$ cat src/design/kip_pkg.sv
// Shared types and constants of the key image packetizer.
`default_nettype none

package kip_pkg;

  localparam int BYTE_W = 8;
  localparam int POS_W = 16;
  localparam int LEN_W = 16;
  localparam int PKT_W = 12;
  localparam int PITCH_W = 12;
  localparam int PART_W = 5;
  localparam int KEY_W = 4;
  localparam int HIDX_W = 5;
  localparam int CFG_IDX_W = 2;
  localparam int CFG_DATA_W = 16;

  localparam int FIRST_HDR_LEN = 20;
  localparam int LATER_HDR_LEN = 5;
  localparam logic [KEY_W-1:0] MAX_KEY = 4'd8;

  localparam logic [BYTE_W-1:0] HDR_REPORT_ID = 8'h14;
  localparam logic [BYTE_W-1:0] HDR_B1 = 8'hff;
  localparam logic [BYTE_W-1:0] HDR_B2 = 8'h02;
  localparam logic [BYTE_W-1:0] HDR_B3 = 8'h2b;
  localparam logic [BYTE_W-1:0] HDR_ONE = 8'h01;
  localparam logic [BYTE_W-1:0] HDR_ZERO = 8'h00;
  localparam logic [BYTE_W-1:0] FLAG_BASE = 8'b0010_0000;
  localparam logic [BYTE_W-1:0] FLAG_FIRST = 8'b1000_0000;
  localparam logic [BYTE_W-1:0] FLAG_LAST = 8'b0100_0000;

  localparam logic [POS_W-1:0] ORIGIN_X_RST = 16'd23;
  localparam logic [POS_W-1:0] ORIGIN_Y_RST = 16'd6;
  localparam logic [PITCH_W-1:0] KEY_PITCH_RST = 12'd158;
  localparam logic [POS_W-1:0] TILE_SIZE_RST = 16'd118;

  localparam logic [CFG_IDX_W-1:0] REG_ORIGIN_X = 2'd0;
  localparam logic [CFG_IDX_W-1:0] REG_ORIGIN_Y = 2'd1;
  localparam logic [CFG_IDX_W-1:0] REG_KEY_PITCH = 2'd2;
  localparam logic [CFG_IDX_W-1:0] REG_TILE_SIZE = 2'd3;

  typedef enum logic [1:0] {
    CMD_DATA,
    CMD_LATER,
    CMD_FIRST
  } kip_cmd_t;

  typedef struct packed {
    kip_cmd_t kind;
    logic [BYTE_W-1:0] data;
    logic [BYTE_W-1:0] flag;
    logic [POS_W-1:0] x;
    logic [POS_W-1:0] y;
    logic [LEN_W-1:0] len;
    logic pe;
    logic [PKT_W-1:0] fill;
    logic ie;
  } kip_entry_t;

  typedef struct packed {
    logic full;
    logic head_valid;
  } kip_q_status_t;

endpackage

`default_nettype wire

$ cat src/design/kip_front.sv
// Front end: tracks image and packet state and turns each input word of a valid-key image into a command.
`default_nettype none

module kip_front #(
  parameter int PACKET_SIZE = 4095,
  parameter int GRID_COLUMNS = 3
) (
  input  wire logic clk,
  input  wire logic rst,
  input  wire logic accept,
  input  wire logic [kip_pkg::BYTE_W-1:0] data_byte,
  input  wire logic [kip_pkg::KEY_W-1:0] key_index,
  input  wire logic [kip_pkg::LEN_W-1:0] image_length,
  input  wire logic [kip_pkg::POS_W-1:0] origin_x,
  input  wire logic [kip_pkg::POS_W-1:0] origin_y,
  input  wire logic [kip_pkg::PITCH_W-1:0] key_pitch,
  output kip_pkg::kip_entry_t entry,
  output logic push
);

  localparam int NKEYS = int'(kip_pkg::MAX_KEY) + 1;
  localparam logic [kip_pkg::PKT_W-1:0] CAP1 =
      kip_pkg::PKT_W'(PACKET_SIZE - kip_pkg::FIRST_HDR_LEN);
  localparam logic [kip_pkg::PKT_W-1:0] CAP5 =
      kip_pkg::PKT_W'(PACKET_SIZE - kip_pkg::LATER_HDR_LEN);

  logic [2:0] col_tab [NKEYS];
  logic [3:0] row_tab [NKEYS];

  for (genvar j = 0; j < NKEYS; j++) begin : g_grid
    localparam int COL = j % GRID_COLUMNS;
    localparam int ROW = j / GRID_COLUMNS;
    assign col_tab[j] = 3'(COL);
    assign row_tab[j] = 4'(ROW);
  end

  logic [kip_pkg::LEN_W-1:0] remaining_image, remaining_image_next;
  logic [kip_pkg::PKT_W-1:0] packet_bytes_left, packet_bytes_left_next;
  logic [kip_pkg::PART_W-1:0] part_number, part_number_next;
  logic [kip_pkg::PKT_W-1:0] pending_fill, pending_fill_next;
  logic drop_image, drop_image_next;

  logic [kip_pkg::LEN_W-1:0] len_adj;
  logic key_ok;
  logic [2:0] col;
  logic [3:0] row;
  logic [kip_pkg::PKT_W-1:0] n1, n5;
  logic [kip_pkg::PART_W-1:0] part_inc;

  always_comb begin
    len_adj = (image_length == '0) ? kip_pkg::LEN_W'(1) : image_length;
    key_ok = key_index <= kip_pkg::MAX_KEY;
    col = key_ok ? col_tab[key_index] : '0;
    row = key_ok ? row_tab[key_index] : '0;
    n1 = (len_adj < {4'b0, CAP1}) ? len_adj[kip_pkg::PKT_W-1:0] : CAP1;
    n5 = (remaining_image < {4'b0, CAP5}) ? remaining_image[kip_pkg::PKT_W-1:0] : CAP5;
    part_inc = part_number + kip_pkg::PART_W'(1);

    remaining_image_next = remaining_image;
    packet_bytes_left_next = packet_bytes_left;
    part_number_next = part_number;
    pending_fill_next = pending_fill;
    drop_image_next = drop_image;
    push = 1'b0;

    entry.kind = kip_pkg::CMD_DATA;
    entry.data = data_byte;
    entry.flag = '0;
    entry.x = origin_x + 16'(16'(col) * 16'(key_pitch));
    entry.y = origin_y + 16'(16'(row) * 16'(key_pitch));
    entry.len = len_adj;
    entry.pe = 1'b0;
    entry.fill = '0;
    entry.ie = 1'b0;

    priority if (remaining_image == '0) begin
      if (!key_ok) begin
        remaining_image_next = len_adj - kip_pkg::LEN_W'(1);
        drop_image_next = len_adj != kip_pkg::LEN_W'(1);
        packet_bytes_left_next = '0;
        pending_fill_next = '0;
      end else begin
        push = accept;
        drop_image_next = 1'b0;
        part_number_next = kip_pkg::PART_W'(1);
        packet_bytes_left_next = n1 - kip_pkg::PKT_W'(1);
        remaining_image_next = len_adj - kip_pkg::LEN_W'(1);
        pending_fill_next = CAP1 - n1;
        entry.kind = kip_pkg::CMD_FIRST;
        entry.flag = kip_pkg::FLAG_FIRST | kip_pkg::FLAG_BASE | kip_pkg::HDR_ONE |
                     ((len_adj <= {4'b0, CAP1}) ? kip_pkg::FLAG_LAST : '0);
        entry.pe = n1 == kip_pkg::PKT_W'(1);
        entry.fill = entry.pe ? (CAP1 - n1) : '0;
        entry.ie = len_adj == kip_pkg::LEN_W'(1);
      end
    end else if (drop_image) begin
      remaining_image_next = remaining_image - kip_pkg::LEN_W'(1);
      if (remaining_image == kip_pkg::LEN_W'(1)) begin
        drop_image_next = 1'b0;
      end
    end else if (packet_bytes_left == '0) begin
      push = accept;
      part_number_next = part_inc;
      packet_bytes_left_next = n5 - kip_pkg::PKT_W'(1);
      remaining_image_next = remaining_image - kip_pkg::LEN_W'(1);
      pending_fill_next = CAP5 - n5;
      entry.kind = kip_pkg::CMD_LATER;
      entry.flag = {3'b0, part_inc} | kip_pkg::FLAG_BASE |
                   ((remaining_image <= {4'b0, CAP5}) ? kip_pkg::FLAG_LAST : '0);
      entry.pe = n5 == kip_pkg::PKT_W'(1);
      entry.fill = entry.pe ? (CAP5 - n5) : '0;
      entry.ie = remaining_image == kip_pkg::LEN_W'(1);
    end else begin
      push = accept;
      packet_bytes_left_next = packet_bytes_left - kip_pkg::PKT_W'(1);
      remaining_image_next = remaining_image - kip_pkg::LEN_W'(1);
      entry.pe = packet_bytes_left == kip_pkg::PKT_W'(1);
      entry.fill = entry.pe ? pending_fill : '0;
      entry.ie = remaining_image == kip_pkg::LEN_W'(1);
    end
  end

  always_ff @(posedge clk) begin
    if (rst) begin
      remaining_image <= '0;
      packet_bytes_left <= '0;
      part_number <= '0;
      pending_fill <= '0;
      drop_image <= 1'b0;
    end else if (accept) begin
      remaining_image <= remaining_image_next;
      packet_bytes_left <= packet_bytes_left_next;
      part_number <= part_number_next;
      pending_fill <= pending_fill_next;
      drop_image <= drop_image_next;
    end
  end

endmodule

`default_nettype wire

$ cat src/design/kip_queue.sv
// Two-entry command queue between the front end and the byte emitter.
`default_nettype none

module kip_queue (
  input  wire logic clk,
  input  wire logic rst,
  input  wire logic push,
  input  wire kip_pkg::kip_entry_t push_entry,
  input  wire logic pop,
  output kip_pkg::kip_entry_t head,
  output kip_pkg::kip_q_status_t status
);

  kip_pkg::kip_entry_t slots [2];
  logic wptr, rptr;
  logic [1:0] count;

  always_ff @(posedge clk) begin
    if (push) begin
      slots[wptr] <= push_entry;
    end
  end

  always_ff @(posedge clk) begin
    if (rst) begin
      wptr <= 1'b0;
      rptr <= 1'b0;
      count <= '0;
    end else begin
      if (push) begin
        wptr <= ~wptr;
      end
      if (pop) begin
        rptr <= ~rptr;
      end
      count <= count + 2'(push) - 2'(pop);
    end
  end

  always_comb begin
    head = slots[rptr];
    status.full = count == 2'd2;
    status.head_valid = count != 2'd0;
  end

endmodule

`default_nettype wire

$ cat src/design/kip_back.sv
// Back end: expands each command into its header words, if any, and a payload word.
`default_nettype none

module kip_back (
  input  wire logic clk,
  input  wire logic rst,
  input  wire kip_pkg::kip_entry_t head,
  input  wire logic head_valid,
  input  wire logic [kip_pkg::POS_W-1:0] tile_size,
  output logic pop,
  output logic out_valid,
  input  wire logic out_stall,
  output logic [kip_pkg::BYTE_W-1:0] out_byte,
  output logic packet_end,
  output logic [kip_pkg::PKT_W-1:0] zero_fill,
  output logic image_end,
  output logic run_last
);

  logic [kip_pkg::HIDX_W-1:0] hidx;
  logic [kip_pkg::HIDX_W-1:0] hdr_len;
  logic at_payload;
  logic load;
  logic [kip_pkg::BYTE_W-1:0] hdr_byte;

  always_comb begin
    unique case (head.kind)
      kip_pkg::CMD_FIRST: hdr_len = kip_pkg::HIDX_W'(kip_pkg::FIRST_HDR_LEN);
      kip_pkg::CMD_LATER: hdr_len = kip_pkg::HIDX_W'(kip_pkg::LATER_HDR_LEN);
      default:            hdr_len = '0;
    endcase
    at_payload = hidx == hdr_len;
    load = head_valid && (!out_valid || !out_stall);
    pop = load && at_payload;

    unique case (hidx)
      5'd0:    hdr_byte = kip_pkg::HDR_REPORT_ID;
      5'd1:    hdr_byte = kip_pkg::HDR_B1;
      5'd2:    hdr_byte = kip_pkg::HDR_B2;
      5'd3:    hdr_byte = kip_pkg::HDR_B3;
      5'd4:    hdr_byte = head.flag;
      5'd5:    hdr_byte = kip_pkg::HDR_ONE;
      5'd7:    hdr_byte = kip_pkg::HDR_ONE;
      5'd9:    hdr_byte = head.x[15:8];
      5'd10:   hdr_byte = head.x[7:0];
      5'd11:   hdr_byte = head.y[15:8];
      5'd12:   hdr_byte = head.y[7:0];
      5'd13:   hdr_byte = tile_size[15:8];
      5'd14:   hdr_byte = tile_size[7:0];
      5'd15:   hdr_byte = tile_size[15:8];
      5'd16:   hdr_byte = tile_size[7:0];
      5'd18:   hdr_byte = head.len[15:8];
      5'd19:   hdr_byte = head.len[7:0];
      default: hdr_byte = kip_pkg::HDR_ZERO;
    endcase
  end

  always_ff @(posedge clk) begin
    if (rst) begin
      hidx <= '0;
      out_valid <= 1'b0;
    end else begin
      if (load) begin
        hidx <= at_payload ? '0 : hidx + kip_pkg::HIDX_W'(1);
        out_valid <= 1'b1;
      end else if (!out_stall) begin
        out_valid <= 1'b0;
      end
    end
  end

  always_ff @(posedge clk) begin
    if (load) begin
      out_byte <= at_payload ? head.data : hdr_byte;
      packet_end <= at_payload && head.pe;
      zero_fill <= at_payload ? head.fill : '0;
      image_end <= at_payload && head.ie;
      run_last <= at_payload;
    end
  end

endmodule

`default_nettype wire

$ cat src/design/key_image_packetizer.sv
// Top level of the key image packetizer: configuration registers, front end, queue, back end.
`default_nettype none

// Frames a byte stream of key images into report packets of PACKET_SIZE bytes. Output words
// leave at one per cycle while out_stall is low, from a registered output stage. A plain
// payload word gives one output word, the first word of a later packet six (five header words
// and the payload word), and the first word of an image twenty-one. Input words are taken
// every cycle while the two-entry command queue between the front end and the byte emitter
// has room, so header bursts stall the input; dropped images and their bytes give no output.
// Padding is not sent; its length rides on zero_fill of each packet's last payload word.
module key_image_packetizer #(
  parameter int PACKET_SIZE = 4095,
  parameter int GRID_COLUMNS = 3
) (
  input  wire logic clk,
  input  wire logic rst,
  input  wire logic cfg_we,
  input  wire logic [kip_pkg::CFG_IDX_W-1:0] cfg_index,
  input  wire logic [kip_pkg::CFG_DATA_W-1:0] cfg_data,
  input  wire logic in_valid,
  output logic in_stall,
  input  wire logic [kip_pkg::BYTE_W-1:0] data_byte,
  input  wire logic [kip_pkg::KEY_W-1:0] key_index,
  input  wire logic [kip_pkg::LEN_W-1:0] image_length,
  output logic out_valid,
  input  wire logic out_stall,
  output logic [kip_pkg::BYTE_W-1:0] out_byte,
  output logic packet_end,
  output logic [kip_pkg::PKT_W-1:0] zero_fill,
  output logic image_end,
  output logic run_last
);

  logic [kip_pkg::POS_W-1:0] origin_x, origin_y, tile_size;
  logic [kip_pkg::PITCH_W-1:0] key_pitch;

  always_ff @(posedge clk) begin
    if (rst) begin
      origin_x <= kip_pkg::ORIGIN_X_RST;
      origin_y <= kip_pkg::ORIGIN_Y_RST;
      key_pitch <= kip_pkg::KEY_PITCH_RST;
      tile_size <= kip_pkg::TILE_SIZE_RST;
    end else if (cfg_we) begin
      unique case (cfg_index)
        kip_pkg::REG_ORIGIN_X:  origin_x <= cfg_data;
        kip_pkg::REG_ORIGIN_Y:  origin_y <= cfg_data;
        kip_pkg::REG_KEY_PITCH: key_pitch <= cfg_data[kip_pkg::PITCH_W-1:0];
        kip_pkg::REG_TILE_SIZE: tile_size <= cfg_data;
        default: ;
      endcase
    end
  end

  kip_pkg::kip_entry_t push_entry, head;
  kip_pkg::kip_q_status_t q_status;
  logic push, pop, accept;

  assign in_stall = q_status.full;
  assign accept = in_valid && !in_stall;

  kip_front #(
    .PACKET_SIZE(PACKET_SIZE),
    .GRID_COLUMNS(GRID_COLUMNS)
  ) u_front (
    .clk(clk),
    .rst(rst),
    .accept(accept),
    .data_byte(data_byte),
    .key_index(key_index),
    .image_length(image_length),
    .origin_x(origin_x),
    .origin_y(origin_y),
    .key_pitch(key_pitch),
    .entry(push_entry),
    .push(push)
  );

  kip_queue u_queue (
    .clk(clk),
    .rst(rst),
    .push(push),
    .push_entry(push_entry),
    .pop(pop),
    .head(head),
    .status(q_status)
  );

  kip_back u_back (
    .clk(clk),
    .rst(rst),
    .head(head),
    .head_valid(q_status.head_valid),
    .tile_size(tile_size),
    .pop(pop),
    .out_valid(out_valid),
    .out_stall(out_stall),
    .out_byte(out_byte),
    .packet_end(packet_end),
    .zero_fill(zero_fill),
    .image_end(image_end),
    .run_last(run_last)
  );

  a_no_overflow: assert property (@(posedge clk) disable iff (rst)
    !(push && q_status.full && !pop))
    else $error("Command queue written while full.");

  a_header_plain: assert property (@(posedge clk) disable iff (rst)
    out_valid && !run_last |-> !packet_end && !image_end && zero_fill == '0)
    else $error("Header word carries payload flags.");

  a_fill_at_end: assert property (@(posedge clk) disable iff (rst)
    out_valid && !packet_end |-> zero_fill == '0)
    else $error("Fill count away from packet end.");

  a_image_end_closes: assert property (@(posedge clk) disable iff (rst)
    out_valid && image_end |-> packet_end)
    else $error("Image ended inside a packet.");

endmodule

`default_nettype wire
$ cat config.mk
export PLATFORM = sky130hd
export DESIGN_NAME = key_image_packetizer
export DESIGN_NICKNAME = d
export VERILOG_FILES = /design/src/design/kip_pkg.sv /design/src/design/kip_front.sv /design/src/design/kip_queue.sv /design/src/design/kip_back.sv /design/src/design/key_image_packetizer.sv
export SDC_FILE = /design/constraint.sdc
export NUM_CORES = 1
export LEC_CHECK = 0
export BUFFER_PORTS_ARGS = -buffer_cell sky130_fd_sc_hd__buf_2
export CAP_MARGIN = 20
export CORE_UTILIZATION = 67
export CTS_CLUSTER_SIZE = 12
export DETAILED_ROUTE_END_ITERATION = 16
export HOLD_SLACK_MARGIN = 0.05
export PLACE_DENSITY_LB_ADDON = 0.2
export SLEW_MARGIN = 10
export SYNTH_ARGS = -nofsm -noshare
export SYNTH_HDL_FRONTEND = slang
export SYNTH_SLANG_ARGS = --single-unit
$ cat constraint.sdc
create_clock -name clk -period 15.5 [get_ports clk]
set_input_delay 1.55 -clock clk [delete_from_list [all_inputs] [get_ports clk]]
set_output_delay 1.55 -clock clk [all_outputs]
set_load 0.005 [all_outputs]
==> run metrics <==
outcome completed; clk root buf clkbuf_16; total vias in the final route 13.2k; crit path kind input port to flop; DP HPWL 30400 µm; Initial DRC Count 1732; Sink Count 298; min-delay worst type flop to flop; Max-cap violations 0; io pins 76; syn_nets 1852; drt total wl 43500 µm; Inserted Diodes 0; Worst Path Max Fanout 12; Pre-Repair DR Iteration Count 6; hold violation total from the final report 0; setup repair after global routing missed its margin no; clock buffer depth 3; pin count of the biggest net entering global routing 80; Synth warnings 0; Die Area 0.0254 mm²; Seq. cell area 0.00778 mm²; Setup Fix Bufs, Post-CTS 0; Top FF cell, synth edfxtp_1; Cell Area, Synth 0.0166 mm²; DIE WIDTH 159 µm; Top Family by Delay on Critical Path compound AO/OA/AOI/OAI gates; Worst path slowest cell a2111oi_0; Syn Area/Cell 9.78 µm²; CTS tree done; Cell Area, Placed 0.0171 mm²; Clock Skews 0.00920 ns; PD cells 176 mW/mm²; fin crit period 5.62 ns; Buffers on Ports 75; register bit count reported by yosys 298; Fillers 1711; # DRC 0; antenna violations before repair 1; first-pass GRT wire length 68000 µm; Die Ht 159 µm; area of the multi-input gates 0.00790 mm²; fin. max-slew vios 0; Leak 0.00696 µW; area leader, netlist edfxtp_1; Max rail drop VDD 164 µV; crit-path most repeated cell ha_1; CP required 15.81 ns; grt ovf 0; Synth-to-Final Area Change 8.75%; Post-synth EDFFs 181; CP Buf/Inv Count 2; CORE AREA 0.0243 mm²; FP Rows 57; worst path arrival time 5.93 ns; Slew @ Worst Pin 1.14 ns; clock slew at reported path FFs 0.06 ns; setup violators final 0; H-tree depth 1; Async SR Flop Fraction 0%; number of hold buffers added after CTS 0; vias in the first global route 12.6k; Post-DRT Antenna Nets 0; CTS resizes 0; layout cells sized above 1 11.0%; slew margin rel. 23.8%; WL/cell 21.1 µm; synth top area cells edfxtp_1, dfxtp_1, ha_1; Worst path max stage delay 0.85 ns; Initial Util 68.3%; setup tns final 0 ns; register area share after synthesis 46.8%; period utilization 36.3%; CP Launch Type input port; GP Congestion 0.967; crit-path cells buf_2 -> inv_1 -> ha_1 -> nand3b_1 -> o21ai_0 -> and2_1 -> ha_1 -> fa_1 -> ha_1 -> a211o_1 -> a2111oi_0 -> o311ai_0 -> a31o_2 -> a21oi_1 -> xnor2_1; Final Cell Area 0.0181 mm²; share of the synthesized area in the top cell type 32.7%; clock latency on the worst-skew pair 0.57 ns; clock buffer count from CTS 31; Vias/cell 6.39; Total Routing Usage GR 34.3%; cell count after synthesis 1699; Netlist cell types 80; CP Capture Type flop; nets@finish 1867; Fmax 178 MHz
==> worst reg2reg max path, cell delays in order, from the launching register on <==
cell and delay (ns):
dfxtp_1 0.43, and2_1 0.17, ha_1 0.26, fa_1 0.50
ha_1 0.33, a211o_1 0.34, a2111oi_0 0.85, o311ai_0 0.29
a31o_2 0.29, a21oi_1 0.16, xnor2_1 0.10
==> layout by cell type, fill, tap and decap left out, drive strengths merged, types with 39 or more instances in the layout <==
cell / instances
nand3: 51
o21ai: 56
buf: 92
nand2: 210
dfxtp: 117
and2: 55
edfxtp: 181
xnor2: 39
clkbuf: 49
inv: 136
a21oi: 112
nor2: 115
ha: 78
==> report_power, final <==
| part | internal [µW] | switching [µW] | leakage (µW) | total [µW] |
|---|---|---|---|---|
| registers | 1100 | 134 | 0.00268 | 1240 |
| logic | 435 | 805 | 0.00382 | 1240 |
| clock network | 409 | 300 | 0.000468 | 709 |
==> flip-flops by register name, summed over array words and instances, names as in the netlist, 8 cells and up, named ones only <==
name / cells
u_back.zero_fill: 12
u_queue.slots: 158
tile_size: 16
u_front.packet_bytes_left: 12
origin_y: 16
origin_x: 16
u_front.remaining_image: 16
key_pitch: 12
u_front.pending_fill: 12
u_back.out_byte: 8
==> layout make-up <==
type / instances / share of cell area [%]
flip-flops and latches: 298 / 43.1
clock buffers: 47 / 4.68
clock inverters: 10 / 0.623
repair buffers: 94 / 2.86
inverters: 135 / 2.81
multi-input cells: 1154 / 43.7
well taps: 324 / 2.24
==> synth_stat cells, types with 6 or more instances <==
cell type / count
nand2_1: 210
edfxtp_1: 181
inv_1: 135
dfxtp_1: 117
nor2_1: 114
a21oi_1: 111
clkbuf_1: 89
ha_1: 78
and2_1: 53
o21ai_0: 53
nand3_1: 51
xnor2_1: 39
mux2_2: 30
mux2i_1: 30
nor3_1: 27
xor2_1: 27
a211oi_1: 25
fa_1: 24
nand4_1: 20
a221oi_1: 19
a22oi_1: 19
o22ai_1: 16
o31ai_1: 13
o21a_1: 12
buf_1: 11
buf_2: 11
o211ai_1: 10
a21o_1: 9
a31oi_1: 8
a311oi_1: 7
and3_1: 7
nor2b_1: 7
nor4_1: 7
or3_1: 7
or4_1: 7
a221o_1: 6
==> logic make-up after synthesis <==
group / after synthesis / synth area share, %
adders and majority gates: 102 / 8.77
AOI/OAI and AO/OA: 366 / 14.7
muxes: 60 / 3.84
buffers and inverters: 247 / 5.71
DFF: 298 / 46.8
xor gates and xnor gates: 66 / 3.48
and+or+nand+nor: 560 / 16.7
==> path summary, 6_finish.rpt <==
kind                              startpoint                    to  slack [ns]  cells after the start
worst max-delay path            key_index[1]  u_queue.slots[0][44]        9.88                     15
worst min-delay path            origin_x[10]          origin_x[10]        0.45                      2
worst max register to register  key_pitch[2]  u_queue.slots[0][44]       11.53                     10
worst min register to register  origin_x[10]          origin_x[10]        0.45                      2
==> per-layer routing <==
metal	up-vias	part of all wire, %	GRT usage, %
li1	6108	-	-
met1	6264	41	47.6
met2	691	45	53.4
met3	117	11	8.26
met4	0	3.0	10.6
met5	-	0	0
==> stage by stage <==
step / total power, µW / setup slack, ns / utilization [%] / hold WS [ns] / cells
2_1_floorplan: 2090 / 7.24 / - / 0.436 / 1699
3_3_place_gp: 2400 / 9.63 / 70.2 / 0.443 / 2002
3_5_place_dp: 2440 / 9.47 / 70.2 / 0.448 / 2002
4_1_cts: 3160 / 9.94 / 74.2 / 0.455 / 2059
5_1_grt: 3350 / 9.50 / 74.3 / 0.477 / 2062
6_report: 3190 / 9.88 / 74.3 / 0.453 / 2062
Power figures use the tool's default switching activity.
